$ cat config.mk
export PLATFORM = sky130hd
export DESIGN_NAME = exp_golomb_ue_decoder
export DESIGN_NICKNAME = d
export VERILOG_FILES = /design/src/sv/egd_pkg.sv /design/src/sv/egd_ctrl.sv /design/src/sv/egd_datapath.sv /design/src/sv/exp_golomb_ue_decoder.sv
export SDC_FILE = /design/constraint.sdc
export NUM_CORES = 1
export LEC_CHECK = 0
export BUFFER_PORTS_ARGS = -buffer_cell sky130_fd_sc_hd__buf_2
export CAP_MARGIN = 20
export CORE_MARGIN = 4
export CORE_UTILIZATION = 40
export CTS_BUF_LIST = sky130_fd_sc_hd__clkbuf_8
export CTS_CLUSTER_DIAMETER = 80
export CTS_CLUSTER_SIZE = 20
export DETAILED_ROUTE_END_ITERATION = 10
export GPL_TIMING_DRIVEN = 0
export HOLD_SLACK_MARGIN = 0.08
export PLACE_DENSITY = 0.55
export SYNTH_ARGS = -nofsm -noshare
export SYNTH_HDL_FRONTEND = slang
export SYNTH_SLANG_ARGS = --single-unit
$ cat constraint.sdc
create_clock -name clock -period 12.12 [get_ports clock]
set_clock_uncertainty 0.15 [all_clocks]
set_input_delay 1.818 -clock clock [delete_from_list [all_inputs] [get_ports clock]]
set_output_delay 1.818 -clock clock [all_outputs]
set_load 0.1 [all_outputs]
$ cat src/sv/egd_pkg.sv
package egd_pkg;

   // field widths
   localparam int CODE_W = 32;
   localparam int SUF_W  = 31;
   localparam int CNT_W  = 5;
   localparam int BYTE_W = 8;
   localparam int IDX_W  = 3;
   localparam int STS_W  = 2;

   // result status codes
   localparam logic [STS_W-1:0] ST_OK    = 2'd0;
   localparam logic [STS_W-1:0] ST_LONG  = 2'd1;
   localparam logic [STS_W-1:0] ST_TRUNC = 2'd2;

   // controller to datapath commands
   typedef struct packed {
      logic load;        // take a new byte
      logic bit_step;    // consume one bit
      logic trunc_step;  // stream-end check
      logic last_push;   // move the held result out, marked last
   } cmd_type;

   // datapath to controller status
   typedef struct packed {
      logic bit_emit;    // current bit finishes a result
      logic trunc_emit;  // stream end with a partial code
      logic pend_valid;  // a result is held back
      logic out_free;    // output register can take a result this cycle
      logic bit_last;    // current bit is the least significant one
   } sts_type;

endpackage

$ cat src/sv/egd_ctrl.sv
module egd_ctrl (
   input  logic             clock,
   input  logic             reset,
   input  logic             req_tvalid,
   output logic             req_tready,
   input  egd_pkg::sts_type sts,
   output egd_pkg::cmd_type cmd
);

   localparam logic [1:0] S_IDLE  = 2'd0;
   localparam logic [1:0] S_BITS  = 2'd1;
   localparam logic [1:0] S_TRUNC = 2'd2;
   localparam logic [1:0] S_LAST  = 2'd3;

   logic [1:0] state_ff;
   logic [1:0] state_in;
   logic       blocked;

   // a new result needs the held one moved out first
   assign blocked = sts.pend_valid && !sts.out_free;

   // next state and commands
   always_comb begin
      state_in       = state_ff;
      cmd            = '0;
      req_tready     = 1'b0;
      case (state_ff)
         S_IDLE: begin
            req_tready = 1'b1;
            if (req_tvalid) begin
               cmd.load = 1'b1;
               state_in = S_BITS;
            end
         end
         S_BITS: begin
            if (!(sts.bit_emit && blocked)) begin
               cmd.bit_step = 1'b1;
               if (sts.bit_last) begin
                  state_in = S_TRUNC;
               end
            end
         end
         S_TRUNC: begin
            if (!(sts.trunc_emit && blocked)) begin
               cmd.trunc_step = 1'b1;
               state_in       = S_LAST;
            end
         end
         S_LAST: begin
            if (!sts.pend_valid) begin
               state_in = S_IDLE;
            end else if (sts.out_free) begin
               cmd.last_push = 1'b1;
               state_in      = S_IDLE;
            end
         end
         default: begin
            state_in = S_IDLE;
         end
      endcase
   end

   // state register
   always_ff @(posedge clock) begin
      if (reset) begin
         state_ff <= S_IDLE;
      end else begin
         state_ff <= state_in;
      end
   end

endmodule

$ cat src/sv/egd_datapath.sv
module egd_datapath #(
   parameter int MAX_PREFIX = 31
) (
   input  logic                         clock,
   input  logic                         reset,
   input  egd_pkg::cmd_type             cmd,
   output egd_pkg::sts_type             sts,
   input  logic [egd_pkg::BYTE_W-1:0]   in_byte,
   input  logic                         in_end,
   output logic                         rsp_tvalid,
   input  logic                         rsp_tready,
   output logic [egd_pkg::CODE_W-1:0]   rsp_tdata,
   output logic [egd_pkg::STS_W-1:0]    rsp_tuser,
   output logic                         rsp_tlast
);

   localparam logic [egd_pkg::CNT_W-1:0] MaxZeros = egd_pkg::CNT_W'(MAX_PREFIX);

   // code state
   logic                         in_suffix_ff, in_suffix_in;
   logic [egd_pkg::CNT_W-1:0]    zero_cnt_ff, zero_cnt_in;
   logic [egd_pkg::CNT_W-1:0]    suf_left_ff, suf_left_in;
   logic [egd_pkg::SUF_W-1:0]    suf_val_ff, suf_val_in;
   // byte state
   logic [egd_pkg::BYTE_W-1:0]   byte_ff, byte_in;
   logic                         end_ff, end_in;
   logic [egd_pkg::IDX_W-1:0]    bit_idx_ff, bit_idx_in;
   // held result
   logic                         pend_vld_ff, pend_vld_in;
   logic [egd_pkg::CODE_W-1:0]   pend_code_ff, pend_code_in;
   logic [egd_pkg::STS_W-1:0]    pend_sts_ff, pend_sts_in;
   // output register
   logic                         out_vld_ff, out_vld_in;
   logic [egd_pkg::CODE_W-1:0]   out_code_ff, out_code_in;
   logic [egd_pkg::STS_W-1:0]    out_sts_ff, out_sts_in;
   logic                         out_last_ff, out_last_in;

   // per-bit decode results
   logic                         cur_bit;
   logic                         b_emit;
   logic [egd_pkg::CODE_W-1:0]   b_code;
   logic [egd_pkg::STS_W-1:0]    b_sts;
   logic                         b_in_suffix;
   logic [egd_pkg::CNT_W-1:0]    b_zero_cnt;
   logic [egd_pkg::CNT_W-1:0]    b_suf_left;
   logic [egd_pkg::SUF_W-1:0]    b_suf_val;
   logic [egd_pkg::CODE_W-1:0]   base;
   logic                         trunc_emit;
   logic                         ev_valid;
   logic [egd_pkg::CODE_W-1:0]   ev_code;
   logic [egd_pkg::STS_W-1:0]    ev_sts;
   logic                         out_free;

   assign cur_bit    = byte_ff[egd_pkg::BYTE_W-1];
   assign base       = (egd_pkg::CODE_W'(1) << zero_cnt_ff) - egd_pkg::CODE_W'(1);
   assign trunc_emit = end_ff && (in_suffix_ff || (zero_cnt_ff != '0));
   assign out_free   = !out_vld_ff || rsp_tready;

   // decode of the current bit
   always_comb begin
      b_emit      = 1'b0;
      b_code      = '0;
      b_sts       = egd_pkg::ST_OK;
      b_in_suffix = in_suffix_ff;
      b_zero_cnt  = zero_cnt_ff;
      b_suf_left  = suf_left_ff;
      b_suf_val   = suf_val_ff;
      if (!in_suffix_ff) begin
         if (!cur_bit) begin
            if (zero_cnt_ff >= MaxZeros) begin
               b_emit     = 1'b1;
               b_sts      = egd_pkg::ST_LONG;
               b_zero_cnt = '0;
            end else begin
               b_zero_cnt = zero_cnt_ff + egd_pkg::CNT_W'(1);
            end
         end else if (zero_cnt_ff == '0) begin
            // one bit with no zeros: code zero
            b_emit = 1'b1;
         end else begin
            b_in_suffix = 1'b1;
            b_suf_left  = zero_cnt_ff;
            b_suf_val   = '0;
         end
      end else begin
         b_suf_val  = {suf_val_ff[egd_pkg::SUF_W-2:0], cur_bit};
         b_suf_left = suf_left_ff - egd_pkg::CNT_W'(1);
         if (suf_left_ff == egd_pkg::CNT_W'(1)) begin
            b_emit      = 1'b1;
            b_code      = base + {1'b0, b_suf_val};
            b_in_suffix = 1'b0;
            b_zero_cnt  = '0;
            b_suf_left  = '0;
            b_suf_val   = '0;
         end
      end
   end

   // result event from the bit walk or the stream-end check
   always_comb begin
      ev_valid = 1'b0;
      ev_code  = '0;
      ev_sts   = egd_pkg::ST_OK;
      if (cmd.bit_step && b_emit) begin
         ev_valid = 1'b1;
         ev_code  = b_code;
         ev_sts   = b_sts;
      end else if (cmd.trunc_step && trunc_emit) begin
         ev_valid = 1'b1;
         ev_sts   = egd_pkg::ST_TRUNC;
      end
   end

   // next values
   always_comb begin
      in_suffix_in = in_suffix_ff;
      zero_cnt_in  = zero_cnt_ff;
      suf_left_in  = suf_left_ff;
      suf_val_in   = suf_val_ff;
      byte_in      = byte_ff;
      end_in       = end_ff;
      bit_idx_in   = bit_idx_ff;
      pend_vld_in  = pend_vld_ff;
      pend_code_in = pend_code_ff;
      pend_sts_in  = pend_sts_ff;
      out_vld_in   = out_vld_ff && !rsp_tready;
      out_code_in  = out_code_ff;
      out_sts_in   = out_sts_ff;
      out_last_in  = out_last_ff;

      if (cmd.load) begin
         byte_in    = in_byte;
         end_in     = in_end;
         bit_idx_in = '0;
      end

      if (cmd.bit_step) begin
         in_suffix_in = b_in_suffix;
         zero_cnt_in  = b_zero_cnt;
         suf_left_in  = b_suf_left;
         suf_val_in   = b_suf_val;
         byte_in      = {byte_ff[egd_pkg::BYTE_W-2:0], 1'b0};
         bit_idx_in   = bit_idx_ff + egd_pkg::IDX_W'(1);
      end

      // stream end drops any partial code
      if (cmd.trunc_step && end_ff) begin
         in_suffix_in = 1'b0;
         zero_cnt_in  = '0;
         suf_left_in  = '0;
         suf_val_in   = '0;
      end

      // a new result pushes the held one out, not last
      if (ev_valid) begin
         if (pend_vld_ff) begin
            out_vld_in  = 1'b1;
            out_code_in = pend_code_ff;
            out_sts_in  = pend_sts_ff;
            out_last_in = 1'b0;
         end
         pend_vld_in  = 1'b1;
         pend_code_in = ev_code;
         pend_sts_in  = ev_sts;
      end

      // end of byte: held result goes out marked last
      if (cmd.last_push && pend_vld_ff) begin
         out_vld_in  = 1'b1;
         out_code_in = pend_code_ff;
         out_sts_in  = pend_sts_ff;
         out_last_in = 1'b1;
         pend_vld_in = 1'b0;
      end
   end

   // control registers
   always_ff @(posedge clock) begin
      if (reset) begin
         in_suffix_ff <= 1'b0;
         zero_cnt_ff  <= '0;
         suf_left_ff  <= '0;
         suf_val_ff   <= '0;
         bit_idx_ff   <= '0;
         pend_vld_ff  <= 1'b0;
         out_vld_ff   <= 1'b0;
      end else begin
         in_suffix_ff <= in_suffix_in;
         zero_cnt_ff  <= zero_cnt_in;
         suf_left_ff  <= suf_left_in;
         suf_val_ff   <= suf_val_in;
         bit_idx_ff   <= bit_idx_in;
         pend_vld_ff  <= pend_vld_in;
         out_vld_ff   <= out_vld_in;
      end
   end

   // payload registers
   always_ff @(posedge clock) begin
      byte_ff      <= byte_in;
      end_ff       <= end_in;
      pend_code_ff <= pend_code_in;
      pend_sts_ff  <= pend_sts_in;
      out_code_ff  <= out_code_in;
      out_sts_ff   <= out_sts_in;
      out_last_ff  <= out_last_in;
   end

   assign sts.bit_emit   = b_emit;
   assign sts.trunc_emit = trunc_emit;
   assign sts.pend_valid = pend_vld_ff;
   assign sts.out_free   = out_free;
   assign sts.bit_last   = (bit_idx_ff == {egd_pkg::IDX_W{1'b1}});

   assign rsp_tvalid = out_vld_ff;
   assign rsp_tdata  = out_code_ff;
   assign rsp_tuser  = out_sts_ff;
   assign rsp_tlast  = out_last_ff;

endmodule

$ cat src/sv/exp_golomb_ue_decoder.sv
// Unsigned Exp-Golomb decoder, fed one stream byte per req transaction.
// req channel: tdata[7:0] is the byte, taken from bit 7 down; tlast marks
// the final byte of the stream. rsp channel: one transaction per decoded
// code, prefix error or truncation, in bit order. tdata is the code number
// (zero unless status is ok), tuser the status (0 ok, 1 prefix too long,
// 2 truncated at stream end), tlast flags the final result of that byte.
// The byte is walked one bit per cycle while rsp does not hold it up, then the
// stream-end check runs and the result held back for its last flag is released.
// req_tready is low from the accepted byte until all of this is done and high
// again once the block is idle, so a new byte is taken only after the last one.
// Each result is held back in a register so its last flag is known; it appears on
// rsp after the next result of the byte is found or after the byte ends.
// A stalled rsp stops the bit walk only when a new result needs the
// output register; nothing is lost or repeated.
// Reset clears the code state and both result registers; the block is
// then ready for a byte on the next cycle.
module exp_golomb_ue_decoder #(
   parameter int MAX_PREFIX = 31
) (
   input  logic        clock,
   input  logic        reset,
   input  logic        req_tvalid,
   output logic        req_tready,
   input  logic [7:0]  req_tdata,   // [7:0] data_byte
   input  logic        req_tlast,   // stream_end
   output logic        rsp_tvalid,
   input  logic        rsp_tready,
   output logic [31:0] rsp_tdata,   // [31:0] code_num
   output logic [1:0]  rsp_tuser,   // [1:0] status
   output logic        rsp_tlast    // last_in_run
);

   egd_pkg::cmd_type cmd;
   egd_pkg::sts_type sts;

   // sequencer
   egd_ctrl u_ctrl (
      .clock      (clock),
      .reset      (reset),
      .req_tvalid (req_tvalid),
      .req_tready (req_tready),
      .sts        (sts),
      .cmd        (cmd)
   );

   // bit decoder and result registers
   egd_datapath #(
      .MAX_PREFIX (MAX_PREFIX)
   ) u_datapath (
      .clock      (clock),
      .reset      (reset),
      .cmd        (cmd),
      .sts        (sts),
      .in_byte    (req_tdata),
      .in_end     (req_tlast),
      .rsp_tvalid (rsp_tvalid),
      .rsp_tready (rsp_tready),
      .rsp_tdata  (rsp_tdata),
      .rsp_tuser  (rsp_tuser),
      .rsp_tlast  (rsp_tlast)
   );

endmodule

==> flow_metrics.env, run 1 <==
export IMPL_fin_area_mm2=0.00836
export IMPL_hpwlAfterDp_um=11600
export IMPL_drtIter0Drc=369
export IMPL_grt_pass1_wl_um=26300
export IMPL_cts_hold_buf=0
export IMPL_cts_resized=0
export IMPL_port_buffers=48
export IMPL_post_drt_wl_per_cell_um=14.1
export IMPL_drive_gt1_frac=0.116
export IMPL_maxSlewViolCount=0
export IMPL_cts_buffers=17
export IMPL_final_common_cell="inv_1"
export IMPL_post_layout_nonfiller_instances=1119
export IMPL_viasPerCell=5.01
export IMPL_grt_total_usage=0.160
export IMPL_synth_cell_types=66
export IMPL_cts_tree="done"
export IMPL_p_total_mw=1.79
export IMPL_antenna_found_initial=0
export IMPL_ios=50
export IMPL_setup_viol=0
export IMPL_die_w_um=144
export IMPL_synth_flop_cell="edfxtp_1"
export IMPL_yosysSeqAreaShare=0.445
export IMPL_gp_congestion=0.820
export IMPL_pwr_density_cell_mw_per_mm2=214
export IMPL_syn_area_per_cell_um2=9.13
export IMPL_post_cts_setup_buffer_count=0
export IMPL_ys_warn_count=0
export IMPL_syn_area_mm2=0.00738
export IMPL_path_class="register to register"
export IMPL_final_period_utilization=0.386
export IMPL_clock_latency_ns=0.45
export IMPL_ir_worst_vdd_uv=91.7
export IMPL_rsz0062_at_grt="false"
export IMPL_cp_arrival_ns=4.71
export IMPL_cts_root_buffer="clkbuf_8"
export IMPL_core_area_mm2=0.0181
export IMPL_hp_class="register to register"
export IMPL_worst_pin_slew_ns=0.956
export IMPL_place_area_mm2=0.00794
export IMPL_num_vias=5601
export IMPL_post_route_min_period_ns=4.68
export IMPL_worstPathMaxFanout=6
export IMPL_rows=49
export IMPL_cts_buffer_depth=2
export IMPL_grt_max_degree=35
export IMPL_clock_sinks=126
export IMPL_initial_core_util=0.408
export IMPL_grt_overflow=0
export IMPL_wirelength_um=15700
export IMPL_critPathCaptureType="register"
export IMPL_syn2layout_area_growth_pct=13.3
export IMPL_async_flop_share=0
export IMPL_leakage_nw=3.41
export IMPL_fillCellCount=1782
export IMPL_drc=0
export IMPL_maxCapViolations=0
export IMPL_worstPathRequired_ns=12.15
export IMPL_ant_nets=0
export IMPL_synthCells=809
export IMPL_dp_cells=1087
export IMPL_grt_pass1_vias=5357
export IMPL_syn_nets=899
export IMPL_die_h_um=144
export IMPL_max_slew_margin=0.362
export IMPL_startpoint_type="register"
export IMPL_timing_setup_tns_ns=0
export IMPL_n_antenna_cell=0
export IMPL_die_area_mm2=0.0207
export IMPL_dr_pass1_iters=4
export IMPL_synth_edf_count=76
export IMPL_final_cell_mix="inv_1, nand2_1, ha_1, edfxtp_1, a21oi_1"
export IMPL_clock_fmax_ghz=0.214
export IMPL_path_clk_slew_ns=0.07
export IMPL_htree_levels=4
export IMPL_fin_util=0.462
export IMPL_status="completed"
export IMPL_fin_nets=967
export IMPL_ys_ff_latch=126
export IMPL_finalHoldViolCount=0
layer usage:
| layer | GRT usage | up-vias | wire [µm] |
|---|---|---|---|
| li1 | - | 2940 | - |
| met5 | 0 | - | 0 |
| met2 | 0.261 | 98 | 7380 |
| met3 | 0.0283 | 22 | 536 |
| met1 | 0.213 | 2541 | 7500 |
| met4 | 0.0619 | 0 | 333 |
Yosys cell counts (3+ instances only):
cell / count / area share
and2_1: 12 / 0.010
inv_1: 105 / 0.053
o21bai_1: 5 / 0.0051
ha_1: 76 / 0.13
xnor2_1: 13 / 0.015
o211ai_1: 4 / 0.0041
nand2b_1: 5 / 0.0042
a21o_1: 8 / 0.0081
and3_1: 3 / 0.0025
o21a_1: 7 / 0.0071
buf_6: 3 / 0.0046
nor4_1: 4 / 0.0034
a211o_1: 3 / 0.0036
nand2_1: 105 / 0.053
nand3_1: 54 / 0.037
nor2_1: 59 / 0.030
buf_2: 7 / 0.0047
xor2_1: 13 / 0.015
dfxtp_1: 50 / 0.14
nor2b_1: 7 / 0.0059
nor3_1: 9 / 0.0061
nand4_1: 6 / 0.0051
edfxtp_1: 76 / 0.31
o21ai_0: 28 / 0.019
clkbuf_1: 16 / 0.0081
a211oi_1: 9 / 0.0092
a21oi_1: 73 / 0.049
critical path, cell delays in order (launching register included):
cell,delay [ns]
dfxtp_1,0.45
ha_1,0.36
nor2b_1,0.48
nand2_1,0.14
ha_1,0.30
inv_1,0.04
ha_1,0.22
fa_1,0.42
a21o_1,0.20
a21oi_1,0.29
o21ai_0,0.25
a41oi_1,0.49
o21ba_2,0.30
o21ai_0,0.13
xnor2_1,0.15
nor2_1,0.05
report_power, final:
part / total, mW / switching (mW) / internal (mW)
Sequential: 0.571 / 0.0257 / 0.545
Combinational: 0.821 / 0.514 / 0.308
Clock: 0.395 / 0.166 / 0.230
final cells by class:
class                   count  area [µm²]  area share
clock inverters            13         159      0.0190
well taps                 229         287      0.0343
flip-flops and latches    126        3280       0.393
multi-input cells         549        3580       0.428
clock buffers              19         262      0.0313
repair buffers             49         260      0.0311
inverters                 106         398      0.0476
plain buffers              28         136      0.0163
worst paths after layout:
check | start | to | slack (ns) | cells past startpoint
max | u_datapath.zero_cnt_ff[0] | u_datapath.pend_code_ff[27] | 7.44 | 15
min | u_datapath.pend_code_ff[15] | u_datapath.rsp_tdata[15] | 0.27 | 0
max reg2reg | u_datapath.zero_cnt_ff[0] | u_datapath.pend_code_ff[27] | 7.44 | 15
min reg2reg | u_datapath.pend_code_ff[15] | u_datapath.rsp_tdata[15] | 0.27 | 0
per-stage QoR:
step / hold WS, ns / setup WS (ns)
after floorplan: 0.250 / 8.05
after global placement: 0.250 / 7.19
after detailed placement: 0.255 / 7.40
after CTS: 0.268 / 7.37
after global routing: 0.273 / 7.10
final: 0.269 / 7.44
flip-flops by register name, indices dropped and copies added (netlist names):
name and cells:
u_datapath.rsp_tuser 2, u_ctrl.state_ff 2, u_datapath.pend_sts_ff 2, u_datapath.pend_code_ff 32, u_datapath.pend_vld_ff 1, u_datapath.bit_idx_ff 3
u_datapath.rsp_tdata 32, u_datapath.rsp_tvalid 1, u_datapath.zero_cnt_ff 5, u_datapath.end_ff 1, u_datapath.byte_ff 8, u_datapath.in_suffix_ff 1
u_datapath.suf_val_ff 30, u_datapath.suf_left_ff 5, u_datapath.rsp_tlast 1
cells by family after synthesis:
group | after synthesis | synth area share
and+or+nand+nor | 277 | 0.172
DFF | 126 | 0.445
AOI/OAI and AO/OA | 167 | 0.146
buffers and inverters | 134 | 0.0724
adders and majority gates | 77 | 0.132
muxes | 2 | 0.00288
xor gates and xnor gates | 26 | 0.0308
Power figures use the tool's default switching activity.
==> inputs of run 2 (changes only) <==
clock period = 4.75 ns   (was 12.12 ns; I/O delays follow)
==> run 2 against run 1 <==
Net effect: worst setup slack worse by 7.1 ns; cell area is 0.15% higher; routed wire length rose by 0.25%; flip-flop and latch count unchanged; core utilization up 0.069 points; cell count did not move; critical path type unchanged.
==> flow_metrics.env, run 2 (synthesis gave the netlist of run 1 again) <==
export IMPL_grt_pass1_wl_um=26300
export IMPL_cp_cell_sequence="ha_1 > nor2b_2 > nand2_1 > ha_1 > inv_1 > ha_1 > fa_1 > a21o_1 > a21oi_1 > o21ai_0 > a41oi_2 > o21ba_2 > o21ai_0 > xnor2_1 > nor2_1"
export IMPL_dr_pass1_iters=5
export IMPL_cts_buffers=17
export IMPL_drc=0
export IMPL_core_area_mm2=0.0181
export IMPL_clock_sinks=126
export IMPL_drtIter0Drc=339
export IMPL_fillCellCount=1779
export IMPL_drive_gt1_frac=0.119
export IMPL_viasPerCell=4.98
export IMPL_die_area_mm2=0.0207
export IMPL_rr_startpoint="u_datapath.zero_cnt_ff[0]"
export IMPL_seqCellArea_mm2=0.00328
export IMPL_ant_nets=0
export IMPL_htree_levels=4
export IMPL_cpMostUsedCell="ha_1"
export IMPL_max_slew_margin=0.334
export IMPL_hp_class="register to register"
export IMPL_wirelength_um=15800
export IMPL_rows=49
export IMPL_grt_overflow=0
export IMPL_slowest_stage="dfxtp_1"
export IMPL_path_class="register to register"
export IMPL_ir_worst_vdd_uv=235
export IMPL_leakage_nw=3.41
export IMPL_final_common_cell="inv_1"
export IMPL_num_vias=5572
export IMPL_startpoint_type="register"
export IMPL_die_h_um=144
export IMPL_maxCapViolations=0
export IMPL_path_clk_slew_ns=0.07
export IMPL_worstPathMaxFanout=6
export IMPL_antenna_found_initial=0
export IMPL_worst_pin_slew_ns=0.996
export IMPL_initial_core_util=0.408
export IMPL_clock_latency_ns=0.45
export IMPL_place_area_mm2=0.00794
export IMPL_maxSlewViolCount=0
export IMPL_cts_hold_buf=0
export IMPL_cp_arrival_ns=4.45
export IMPL_fin_area_mm2=0.00838
export IMPL_fin_nets=967
export IMPL_gp_congestion=0.820
export IMPL_finalHoldViolCount=0
export IMPL_critPathMaxStageDelay_ns=0.44
export IMPL_grt_total_usage=0.160
export IMPL_worstPathRequired_ns=4.78
export IMPL_critPathCaptureType="register"
export IMPL_hpwlAfterDp_um=11600
export IMPL_hold_path_startpoint="u_datapath.pend_code_ff[15]"
export IMPL_cts_buffer_depth=2
export IMPL_crit_path_start="u_datapath.zero_cnt_ff[0]"
export IMPL_syn2layout_area_growth_pct=13.5
export IMPL_hold_ws_ns=0.269
export IMPL_ios=50
export IMPL_n_antenna_cell=0
export IMPL_post_route_min_period_ns=4.42
export IMPL_port_buffers=48
export IMPL_status="completed"
export IMPL_cts_root_buffer="clkbuf_8"
export IMPL_multi_input_area_mm2=0.00359
export IMPL_final_cell_mix="inv_1, nand2_1, ha_1, edfxtp_1, a21oi_1"
export IMPL_fin_util=0.463
export IMPL_post_drt_wl_per_cell_um=14.1
export IMPL_clock_fmax_ghz=0.226
export IMPL_grt_pass1_vias=5357
export IMPL_die_w_um=144
export IMPL_cts_tree="done"
export IMPL_setup_viol=0
export IMPL_rsz0062_at_grt="false"
export IMPL_grt_max_degree=35
export IMPL_pwr_density_cell_mw_per_mm2=546
export IMPL_final_period_utilization=0.930
[run 2: worst paths after layout]
| check | endpoint | slack (ns) | depth (start not counted) |
|---|---|---|---|
| setup reg to reg | u_datapath.pend_code_ff[27] | 0.33 | 15 |
| hold / removal | u_datapath.rsp_tdata[15] | 0.27 | 0 |
| hold reg to reg | u_datapath.rsp_tdata[15] | 0.27 | 0 |
| setup / recovery | u_datapath.pend_code_ff[27] | 0.33 | 15 |
[run 2: critical path: cells and delay by family (launching register included)]
kind,cells,cell delay [ns]
XOR/XNOR,1,0.15
flip-flops,1,0.44
buffers and inverters,1,0.04
AND/OR/NAND/NOR,3,0.53
AO/OA/AOI/OAI,6,1.54
adder cells (fa/ha/maj),4,1.29
[run 2: layout make-up]
cell class / count / area share
multi-input combinational: 549 / 0.429
sequential: 126 / 0.392
inverter: 106 / 0.0475
tap: 229 / 0.0342
clock buffer: 19 / 0.0312
timing repair buffer: 49 / 0.0311
clock inverter: 13 / 0.0190
buffer: 28 / 0.0163
[run 2: power by group]
group | leakage, nW | switching, mW | internal (mW)
Clock | 0.231 | 0.426 | 0.586
Combinational | 2.07 | 1.32 | 0.793
Sequential | 1.11 | 0.0655 | 1.39
Total | 3.41 | 1.81 | 2.77
[run 2: per-layer routing]
metal  vias up  global-route usage  part of all wire
li1       2938                   -                 -
met1      2517               0.213              0.48
met2        95               0.261              0.47
met3        22              0.0283             0.031
met4         0              0.0619             0.021
met5         -                   0                 0
[run 2: timing repair]
item,in CTS,in global routing
endpoints found under the setup margin,0,9
gates resized for setup,0,3
buffers inserted,0,0
[run 2: through the flow]
step	setup slack, ns	std cells	total power [mW]	TNS (ns)
finish	0.331	1119	4.58	0
global route	0.000938	1119	4.90	0
CTS	0.00225	1119	4.61	0
detailed placement	0.0273	1087	3.58	0
global placement	-0.141	1086	3.58	-4.56
floorplan	0.949	809	3.14	0
